==> config.mk <==
export PLATFORM = sky130hd
export DESIGN_NAME = sliding_window_sender
export DESIGN_NICKNAME = d
export VERILOG_FILES = /design/src/design/swsnd_pkg.sv /design/src/design/swsnd_store.sv /design/src/design/swsnd_window.sv /design/src/design/sliding_window_sender.sv
export SDC_FILE = /design/constraint.sdc
export NUM_CORES = 1
export LEC_CHECK = 0
export BUFFER_PORTS_ARGS = -buffer_cell sky130_fd_sc_hd__buf_4
export CAP_MARGIN = 20
export CORE_AREA = 2 2 242 220
export DETAILED_ROUTE_END_ITERATION = 8
export DIE_AREA = 0 0 244 222
export PLACE_DENSITY = 0.77
export SYNTH_ARGS = -nofsm -noshare
export SYNTH_HDL_FRONTEND = slang
export SYNTH_SLANG_ARGS = --single-unit
==> constraint.sdc <==
create_clock -name aclk -period 15.2 [get_ports aclk]
set_input_delay 1.52 -clock aclk [delete_from_list [all_inputs] [get_ports aclk]]
set_output_delay 1.52 -clock aclk [all_outputs]
set_load 0.005 [all_outputs]
==> src/design/swsnd_pkg.sv <==
`timescale 1ns / 1ps
// shared types and constants of the sliding window sender
// no dependencies

package swsnd_pkg;

    localparam int MAX_SEQ_DEF      = 16;
    localparam int PAYLOAD_BITS_DEF = 32;

    localparam int SEQ_W = 4;
    localparam int MOD_W = 5;
    localparam int WIN_W = 4;
    localparam int CMD_W = 2;
    localparam int CFG_W = 5;

    localparam logic [CMD_W-1:0] CMD_SEND    = 2'd0;
    localparam logic [CMD_W-1:0] CMD_ACK     = 2'd1;
    localparam logic [CMD_W-1:0] CMD_TIMEOUT = 2'd2;

    localparam logic CFG_WINDOW_SIZE = 1'b0;
    localparam logic CFG_SEQ_MODULUS = 1'b1;

    localparam logic [WIN_W-1:0] WINDOW_SIZE_RST = 4'd4;
    localparam logic [MOD_W-1:0] SEQ_MODULUS_RST = 5'd8;

    localparam logic [SEQ_W-1:0] DUP_TRIGGER = 4'd3;
    localparam logic [SEQ_W-1:0] DUP_MAX     = 4'd15;

    // request from the sequencer to the window control
    typedef struct packed {
        logic             load;
        logic             calc;
        logic [CMD_W-1:0] cmd;
        logic [SEQ_W-1:0] ack;
        logic             ack_ok;
    } win_ctl_t;

    // decisions of one command
    typedef struct packed {
        logic             acc;
        logic             txv;
        logic             retx;
        logic [SEQ_W-1:0] txs;
        logic             stp;
        logic [SEQ_W-1:0] stps;
        logic             sta;
        logic [SEQ_W-1:0] stas;
        logic             full;
    } step_res_t;

endpackage

==> src/design/swsnd_store.sv <==
`timescale 1ns / 1ps
// packet store: one write port, one registered read port
// depends on nothing

module swsnd_store #(
    parameter int DEPTH = 16,
    parameter int WIDTH = 32
) (
    input  logic                     aclk,
    input  logic                     we,
    input  logic [$clog2(DEPTH)-1:0] waddr,
    input  logic [WIDTH-1:0]         wdata,
    input  logic                     re,
    input  logic [$clog2(DEPTH)-1:0] raddr,
    output logic [WIDTH-1:0]         rdata
);

    logic [WIDTH-1:0] mem [DEPTH];
    logic [WIDTH-1:0] rdata_reg;

    always_ff @(posedge aclk) begin
        if (we) begin
            mem[waddr] <= wdata;
        end
    end

    always_ff @(posedge aclk) begin
        if (re) begin
            rdata_reg <= mem[raddr];
        end
    end

    assign rdata = rdata_reg;

endmodule

==> src/design/swsnd_window.sv <==
`timescale 1ns / 1ps
// window pointers, duplicate ack count and the command decisions
// depends on swsnd_pkg

module swsnd_window
    import swsnd_pkg::*;
#(
    parameter int MAX_SEQ = MAX_SEQ_DEF
) (
    input  logic             aclk,
    input  logic             aresetn,
    input  win_ctl_t         ctl,
    input  logic [WIN_W-1:0] win_size,
    input  logic [MOD_W-1:0] seq_mod,
    output logic             busy,
    output step_res_t        res,
    output logic [MOD_W-1:0] op_addr
);

    logic [SEQ_W-1:0] base_reg, base_next;
    logic [SEQ_W-1:0] nxt_reg, nxt_next;
    logic [SEQ_W-1:0] outst_reg, outst_next;
    logic [SEQ_W-1:0] dup_reg, dup_next;
    logic [SEQ_W-1:0] ack_reg, ack_next;

    logic [MOD_W-1:0] m, m_minus1;
    logic [WIN_W-1:0] win;
    logic [MOD_W-1:0] b5, n5, a5;
    logic [MOD_W-1:0] b_sub, n_sub, a_sub;
    logic [MOD_W:0]   off_raw, off_sub;
    logic [MOD_W-1:0] off, off1;
    logic [MOD_W-1:0] a_inc, n_inc, b_prev;
    logic [MOD_W-1:0] base_after, nxt_after;
    logic [SEQ_W-1:0] outst_sub, dup_inc;
    logic             b_hi, n_hi, a_hi;

    always_comb begin
        if (seq_mod < MOD_W'(2)) begin
            m = MOD_W'(2);
        end else if (32'(seq_mod) > MAX_SEQ) begin
            m = MOD_W'(MAX_SEQ);
        end else begin
            m = seq_mod;
        end
    end

    assign m_minus1 = m - MOD_W'(1);
    assign win = ({1'b0, win_size} > m_minus1) ? m_minus1[WIN_W-1:0] : win_size;

    assign b5 = {1'b0, base_reg};
    assign n5 = {1'b0, nxt_reg};
    assign a5 = {1'b0, ack_reg};

    // pointers stale from a new modulus and acks drop below m one subtract a cycle
    assign b_hi  = (b5 >= m);
    assign n_hi  = (n5 >= m);
    assign a_hi  = (a5 >= m);
    assign b_sub = b5 - m;
    assign n_sub = n5 - m;
    assign a_sub = a5 - m;
    assign busy  = b_hi || n_hi || a_hi;

    assign off_raw = {1'b0, a5} + {1'b0, m} - {1'b0, b5};
    assign off_sub = off_raw - {1'b0, m};
    assign off     = (off_raw >= {1'b0, m}) ? off_sub[MOD_W-1:0] : off_raw[MOD_W-1:0];
    assign off1    = off + MOD_W'(1);

    assign a_inc      = a5 + MOD_W'(1);
    assign n_inc      = n5 + MOD_W'(1);
    assign base_after = (a_inc == m) ? '0 : a_inc;
    assign nxt_after  = (n_inc == m) ? '0 : n_inc;
    assign b_prev     = (b5 == '0) ? m_minus1 : (b5 - MOD_W'(1));
    assign outst_sub  = SEQ_W'({1'b0, outst_reg} - off1);
    assign dup_inc    = (dup_reg == DUP_MAX) ? DUP_MAX : (dup_reg + SEQ_W'(1));

    assign op_addr = (ctl.cmd == CMD_SEND) ? n5 : b5;

    always_comb begin
        base_next  = base_reg;
        nxt_next   = nxt_reg;
        outst_next = outst_reg;
        dup_next   = dup_reg;
        ack_next   = ack_reg;
        res        = '0;

        if (ctl.load) begin
            ack_next = ctl.ack;
        end else if (ctl.calc && busy) begin
            if (b_hi) base_next = b_sub[SEQ_W-1:0];
            if (n_hi) nxt_next  = n_sub[SEQ_W-1:0];
            if (a_hi) ack_next  = a_sub[SEQ_W-1:0];
        end else if (ctl.calc) begin
            case (ctl.cmd)
                CMD_SEND: begin
                    if (outst_reg < win) begin
                        res.acc = 1'b1;
                        res.txv = 1'b1;
                        res.txs = n5[SEQ_W-1:0];
                        if (outst_reg == '0) begin
                            res.sta  = 1'b1;
                            res.stas = n5[SEQ_W-1:0];
                        end
                        nxt_next   = nxt_after[SEQ_W-1:0];
                        outst_next = outst_reg + SEQ_W'(1);
                    end
                end
                CMD_ACK: begin
                    if (!ctl.ack_ok) begin
                        // bad checksum, dropped
                    end else if ({1'b0, outst_reg} > off) begin
                        res.stp    = 1'b1;
                        res.stps   = b5[SEQ_W-1:0];
                        base_next  = base_after[SEQ_W-1:0];
                        outst_next = outst_sub;
                        dup_next   = '0;
                        if (outst_sub != '0) begin
                            res.sta  = 1'b1;
                            res.stas = base_after[SEQ_W-1:0];
                        end
                    end else if (a5 == b_prev) begin
                        dup_next = dup_inc;
                        if (dup_inc == DUP_TRIGGER && outst_reg != '0) begin
                            res.txv  = 1'b1;
                            res.retx = 1'b1;
                            res.txs  = b5[SEQ_W-1:0];
                            dup_next = '0;
                        end
                    end
                end
                CMD_TIMEOUT: begin
                    if (outst_reg != '0) begin
                        res.stp  = 1'b1;
                        res.stps = b5[SEQ_W-1:0];
                        res.sta  = 1'b1;
                        res.stas = b5[SEQ_W-1:0];
                        res.txv  = 1'b1;
                        res.retx = 1'b1;
                        res.txs  = b5[SEQ_W-1:0];
                    end
                end
                default: begin
                end
            endcase
            res.full = (outst_next >= win);
        end
    end

    always_ff @(posedge aclk) begin
        if (!aresetn) begin
            base_reg  <= '0;
            nxt_reg   <= '0;
            outst_reg <= '0;
            dup_reg   <= '0;
            ack_reg   <= '0;
        end else begin
            base_reg  <= base_next;
            nxt_reg   <= nxt_next;
            outst_reg <= outst_next;
            dup_reg   <= dup_next;
            ack_reg   <= ack_next;
        end
    end

endmodule

==> src/design/sliding_window_sender.sv <==
`timescale 1ns / 1ps
// Sender side of a sliding-window link: send, cumulative ack with fast
// retransmit on the third duplicate, and retransmit timeout.
//
// s_tuser carries the command, s_tdata the payload, ack number and checksum
// flag. Each accepted transaction yields exactly one result transaction on
// m_tdata: acceptance, the packet to transmit, the timer stop/start requests and window full.
// cfg_we/cfg_addr/cfg_wdata write window_size (0) and seq_modulus (1); write
// them only while no command is in flight.
//
// The command is registered when taken; in the calc state its decisions and the
// store read are registered, and in the finish state, once the output is free,
// the result. A new command is taken only when idle or in that finish state. A
// command whose ack field, or whose stale pointers after a modulus change, lie
// at or above the modulus stays in the calc state while the modulus is subtracted.
// The next command is taken while a result still waits in the output register;
// if m_tready stays low the block holds its result and stops taking input after
// one more command. Reset clears pointers, counts, state, configuration and valid;
// the packet store and the data registers are not cleared.

module sliding_window_sender
    import swsnd_pkg::*;
#(
    parameter int MAX_SEQ      = MAX_SEQ_DEF,
    parameter int PAYLOAD_BITS = PAYLOAD_BITS_DEF,
    localparam int IN_W  = ((PAYLOAD_BITS + 5 + 7) / 8) * 8,
    localparam int OUT_W = ((PAYLOAD_BITS + 17 + 7) / 8) * 8
) (
    input  logic             aclk,
    input  logic             aresetn,
    // configuration write
    input  logic             cfg_we,
    input  logic             cfg_addr,
    input  logic [CFG_W-1:0] cfg_wdata,
    // command input
    input  logic             s_tvalid,
    output logic             s_tready,
    input  logic [IN_W-1:0]  s_tdata,  // payload, ack_number, ack_checksum_ok
    input  logic [CMD_W-1:0] s_tuser,  // command
    // result output
    output logic             m_tvalid,
    input  logic             m_tready,
    // accepted, transmit_valid, transmit_seq, transmit_data, timer_stop,
    // stop_seq, timer_start, start_seq, window_full
    output logic [OUT_W-1:0] m_tdata
);

    localparam int AW = $clog2(MAX_SEQ);

    typedef enum logic [2:0] {
        ST_IDLE = 3'b001,
        ST_CALC = 3'b010,
        ST_FIN  = 3'b100
    } state_t;

    state_t state_reg, state_next;

    logic [WIN_W-1:0] win_size_reg;
    logic [MOD_W-1:0] seq_mod_reg;

    logic [CMD_W-1:0]        cmd_reg;
    logic [PAYLOAD_BITS-1:0] payload_reg;
    logic                    ack_ok_reg;
    step_res_t               res_reg;

    logic             m_tvalid_reg;
    logic [OUT_W-1:0] m_tdata_reg;

    win_ctl_t         ctl;
    step_res_t        res;
    logic             busy;
    logic [MOD_W-1:0] op_addr;
    logic [PAYLOAD_BITS-1:0] rdata, txd;
    logic             out_free, in_acc, finish, mem_we, mem_re;

    assign out_free = !m_tvalid_reg || m_tready;
    assign s_tready = aresetn &&
                      ((state_reg == ST_IDLE) || ((state_reg == ST_FIN) && out_free));
    assign in_acc   = s_tvalid && s_tready;
    assign finish   = (state_reg == ST_FIN) && out_free;

    assign ctl.load   = in_acc;
    assign ctl.calc   = (state_reg == ST_CALC);
    assign ctl.cmd    = cmd_reg;
    assign ctl.ack    = s_tdata[PAYLOAD_BITS +: SEQ_W];
    assign ctl.ack_ok = ack_ok_reg;

    swsnd_window #(
        .MAX_SEQ(MAX_SEQ)
    ) u_window (
        .aclk     (aclk),
        .aresetn  (aresetn),
        .ctl      (ctl),
        .win_size (win_size_reg),
        .seq_mod  (seq_mod_reg),
        .busy     (busy),
        .res      (res),
        .op_addr  (op_addr)
    );

    // a send writes its entry one command ahead of any read of it, so no forwarding
    assign mem_we = ctl.calc && !busy && res.acc;
    assign mem_re = ctl.calc && !busy;

    swsnd_store #(
        .DEPTH(MAX_SEQ),
        .WIDTH(PAYLOAD_BITS)
    ) u_store (
        .aclk  (aclk),
        .we    (mem_we),
        .waddr (AW'(op_addr)),
        .wdata (payload_reg),
        .re    (mem_re),
        .raddr (AW'(op_addr)),
        .rdata (rdata)
    );

    always_comb begin
        state_next = state_reg;
        case (state_reg)
            ST_IDLE: begin
                if (in_acc) state_next = ST_CALC;
            end
            ST_CALC: begin
                if (!busy) state_next = ST_FIN;
            end
            ST_FIN: begin
                if (finish) state_next = in_acc ? ST_CALC : ST_IDLE;
            end
            default: state_next = ST_IDLE;
        endcase
    end

    always_comb begin
        if (res_reg.retx) begin
            txd = rdata;
        end else if (res_reg.acc) begin
            txd = payload_reg;
        end else begin
            txd = '0;
        end
    end

    always_ff @(posedge aclk) begin
        if (!aresetn) begin
            state_reg    <= ST_IDLE;
            win_size_reg <= WINDOW_SIZE_RST;
            seq_mod_reg  <= SEQ_MODULUS_RST;
            m_tvalid_reg <= 1'b0;
        end else begin
            state_reg <= state_next;
            if (cfg_we) begin
                case (cfg_addr)
                    CFG_WINDOW_SIZE: win_size_reg <= cfg_wdata[WIN_W-1:0];
                    CFG_SEQ_MODULUS: seq_mod_reg  <= cfg_wdata;
                    default: begin
                    end
                endcase
            end
            if (finish) begin
                m_tvalid_reg <= 1'b1;
            end else if (m_tready) begin
                m_tvalid_reg <= 1'b0;
            end
        end
    end

    always_ff @(posedge aclk) begin
        if (in_acc) begin
            cmd_reg     <= s_tuser;
            payload_reg <= s_tdata[PAYLOAD_BITS-1:0];
            ack_ok_reg  <= s_tdata[PAYLOAD_BITS + SEQ_W];
        end
        if (mem_re) begin
            res_reg <= res;
        end
        if (finish) begin
            m_tdata_reg <= OUT_W'({res_reg.full, res_reg.stas, res_reg.sta, res_reg.stps,
                                   res_reg.stp, txd, res_reg.txs, res_reg.txv,
                                   res_reg.acc});
        end
    end

    assign m_tvalid = m_tvalid_reg;
    assign m_tdata  = m_tdata_reg;

endmodule

==> results.py <==
metrics = {
    "final_layout": {
        "nets": 1849,
        "nFillCells": 3500,
        "layout-drive-gt1-share_pct": 23.70,
        "utilization_pct": 62.11,
        "finalNonFillerCells": 2474,
        "synthToLayoutAreaGrowth_pct": 13.83,
        "largest_reg_flops": 512,
    },
    "synthesis": {
        "syn-mean-instance-area_um2": 17.60,
        "synth_top_cell_by_area": "edfxtp_1",
        "synth_ff_type": "edfxtp_1",
        "yosys_warnings": 0,
        "yosysMostFrequentCell": "edfxtp_1",
        "synthArstFlopShare_pct": 0,
        "synth-edff-count": 646,
        "synth_top_area_share_pct": 69.04,
        "ys_ff_latch": 679,
        "ys_seq_area_share_pct": 71.39,
        "synth_commonest_cells": "edfxtp_1 (646), mux4_2 (128), nand2_1 (109)",
        "synth_area_leaders": "edfxtp_1 (69%), mux4_2 (10%), ha_1 (2.4%)",
        "synth_cells": 1597,
        "mappedNetlistArea_mm2": 0.02810,
        "ys_types": 86,
    },
    "floorplan": {
        "rows": 79,
        "fp.dieH_um": 222,
        "core-area_mm2": 0.05150,
        "start_util_pct": 54.56,
        "io_pins": 111,
        "die-area_mm2": 0.05417,
        "dieWidth_um": 244,
    },
    "timing": {
        "setup_viol": 0,
        "skew_ns": 0.02797,
        "timing.fmax_ghz": 0.1377,
        "slew_viol_final": 0,
        "min_period_over_period_pct": 47.78,
        "rsz0062_at_grt": "false",
        "period_minus_slack_ns": 7.262,
        "setup_tns_ns": 0,
        "relSlewSlack_pct": 30.65,
        "hold_ws_ns": 0.4170,
        "max_slew.worst_pin.slew_ns": 1.040,
        "hold_viol_final": 0,
    },
    "setup_path": {
        "crit_fanout": 20,
        "cp-start-kind": "flip-flop",
        "arrival_ns": 7.50,
        "required_ns": 15.44,
        "critPathKind": "flip-flop to flip-flop",
        "endpoint_kind": "flip-flop",
    },
    "route": {
        "drt_iter0_drc": 1810,
        "dr.pass1.iters": 7,
        "wl_per_cell_um": 26.32,
        "antenna_left": 0,
        "vias_per_cell": 6.344,
        "wl_mm": 65.12,
        "vias": 15694,
        "route.detailed.drc": 0,
    },
    "grt": {
        "grtUsageTotal_pct": 24.24,
        "grt_max_degree": 69,
        "busiest_layer": "met2",
        "grt_pass1_wl_mm": 97.48,
        "grt_util_met1_pct": 32.69,
        "overflow": 0,
        "grt_util_met3_pct": 5.447,
        "grtUsageMet2_pct": 39.07,
        "grt_pass1_vias": 15829,
        "antenna_found_initial": 0,
    },
    "power": {
        "seqPwrFrac_pct": 52.6,
        "power.density_mw_per_mm2": 123.3,
        "internal_power_uw": 3077,
        "p_leak_uw": 0.01077,
        "clockPowerShare_pct": 41.4,
        "p_comb_share_pct": 6.0,
        "peakVddDrop_mv": 0.08763,
        "switching_power_uw": 866.8,
        "switching_share_pct": 21.98,
    },
    "placed_design": {
        "port_buffers": 100,
        "post-dp-hpwl_mm": 35.26,
        "gp_congestion": 0.8918,
        "placed_cells_incl_taps": 2352,
    },
    "clock_network": {
        "root_buffer": "clkbuf_16",
        "cts_hold_buf": 0,
        "cts_setup_buffers": 0,
        "cts.sink_count": 679,
        "numCtsBuffers": 67,
        "htree_num_levels": 3,
        "cts_tree": "yes",
        "cts_resized": 0,
        "clock_path_buffers": 3,
        "clk_latency_ns": 0.61,
        "path_clk_slew_ns": 0.07,
    },
    "run_status": {
        "status": "complete, no violations",
    },
    "hold_path": {
        "hold_path_class": "flip-flop to flip-flop",
    },
    "run": {
        "maxCapViolations": 0,
    },
}
## worst max-delay path, cell delays in order, from the launching register on
cell and delay, ns:
dfxtp_1 0.44, or2_1 0.32, a21oi_2 0.41, inv_1 0.36, ha_1 0.36, xnor2_1 0.25
inv_1 0.10, ha_1 0.30, and4_1 0.22, or3_4 0.34, a21oi_4 0.22, nor2_1 0.07
a21o_1 0.19, ha_1 0.29, a2111oi_0 0.66, o211ai_1 0.25, o21ai_4 0.44, nand4_1 0.51
nor2_4 0.64, buf_4 0.49
## stage by stage
stage	area (um2)	setup slack, ns	total power [uW]
floorplan	28120	7.119	2277
global placement	29830	7.813	2333
detailed placement	29830	7.654	2345
CTS	31980	7.580	3968
global route	31980	7.418	4065
finish	31990	7.938	3944
## layout by cell type, fill, tap and decap left out, types with 5 or more instances in the layout
cell type	count
nor2b_1	10
xnor2_1	14
and2_1	39
a211oi_1	37
nor2_1	46
xor2_1	7
a21o_1	14
nor4_2	12
nand4_1	5
conb_1	7
mux4_2	128
nand3_1	17
a22o_1	31
a21oi_1	38
o211ai_1	6
nand2b_1	20
fa_1	9
buf_4	142
clkinv_1	17
edfxtp_1	646
bufinv_16	6
clkbuf_16	68
mux2i_1	8
inv_1	44
o21ai_0	34
nand2_1	109
clkbuf_1	8
a31oi_1	41
clkinv_2	10
dfxtp_1	33
ha_1	53
nor3_1	10
## logic make-up after synthesis
kind of cell / count (synthesis) / share of synthesized area (%)
compound gates: 258 / 6.688
other cells: 1 / 0.01335
buf+inv: 128 / 1.968
xor+xnor: 21 / 0.6546
fa+ha+maj: 62 / 3.001
flops: 679 / 71.39
mux: 140 / 10.71
simple gates: 308 / 5.575
## metal layers
metal	vias up	part of all wire, %
met3	165	8.5
met4	0	3.4
met1	8015	39
li1	6651	-
met2	863	49
met5	-	0
## final cells by class
class / count / area [um2] / share of cell area [%]
Clock inverter: 44 / 415.4 / 1.299
Sequential cell: 679 / 20060 / 62.71
Multi-Input combinational cell: 796 / 7667 / 23.97
Inverter: 47 / 176.4 / 0.5515
Clock buffer: 76 / 1732 / 5.414
Antenna cell: 1 / 2.502 / 0.007823
Tap cell: 688 / 860.8 / 2.691
Timing Repair Buffer: 143 / 1074 / 3.356
## power groups by stage
stage,registers (uW),clock network [uW],logic [uW]
5_1_grt,2080,1730,265
6_report,2070,1630,236
3_5_place_dp,2110,0,233
4_1_cts,2070,1660,234
2_1_floorplan,2100,0,175
3_3_place_gp,2110,0,223
## worst paths after layout
| path | start | end | slack (ns) | depth (start not counted) |
|---|---|---|---|---|
| max reg2reg | seq_mod_reg[2] | u_store.mem[8][7] | 7.94 | 19 |
| min reg2reg | res_reg[11] | m_tdata[2] | 0.42 | 0 |
| max | seq_mod_reg[2] | u_store.mem[8][7] | 7.94 | 19 |
| min | res_reg[11] | m_tdata[2] | 0.42 | 0 |
(Power assumes the default switching activity.)
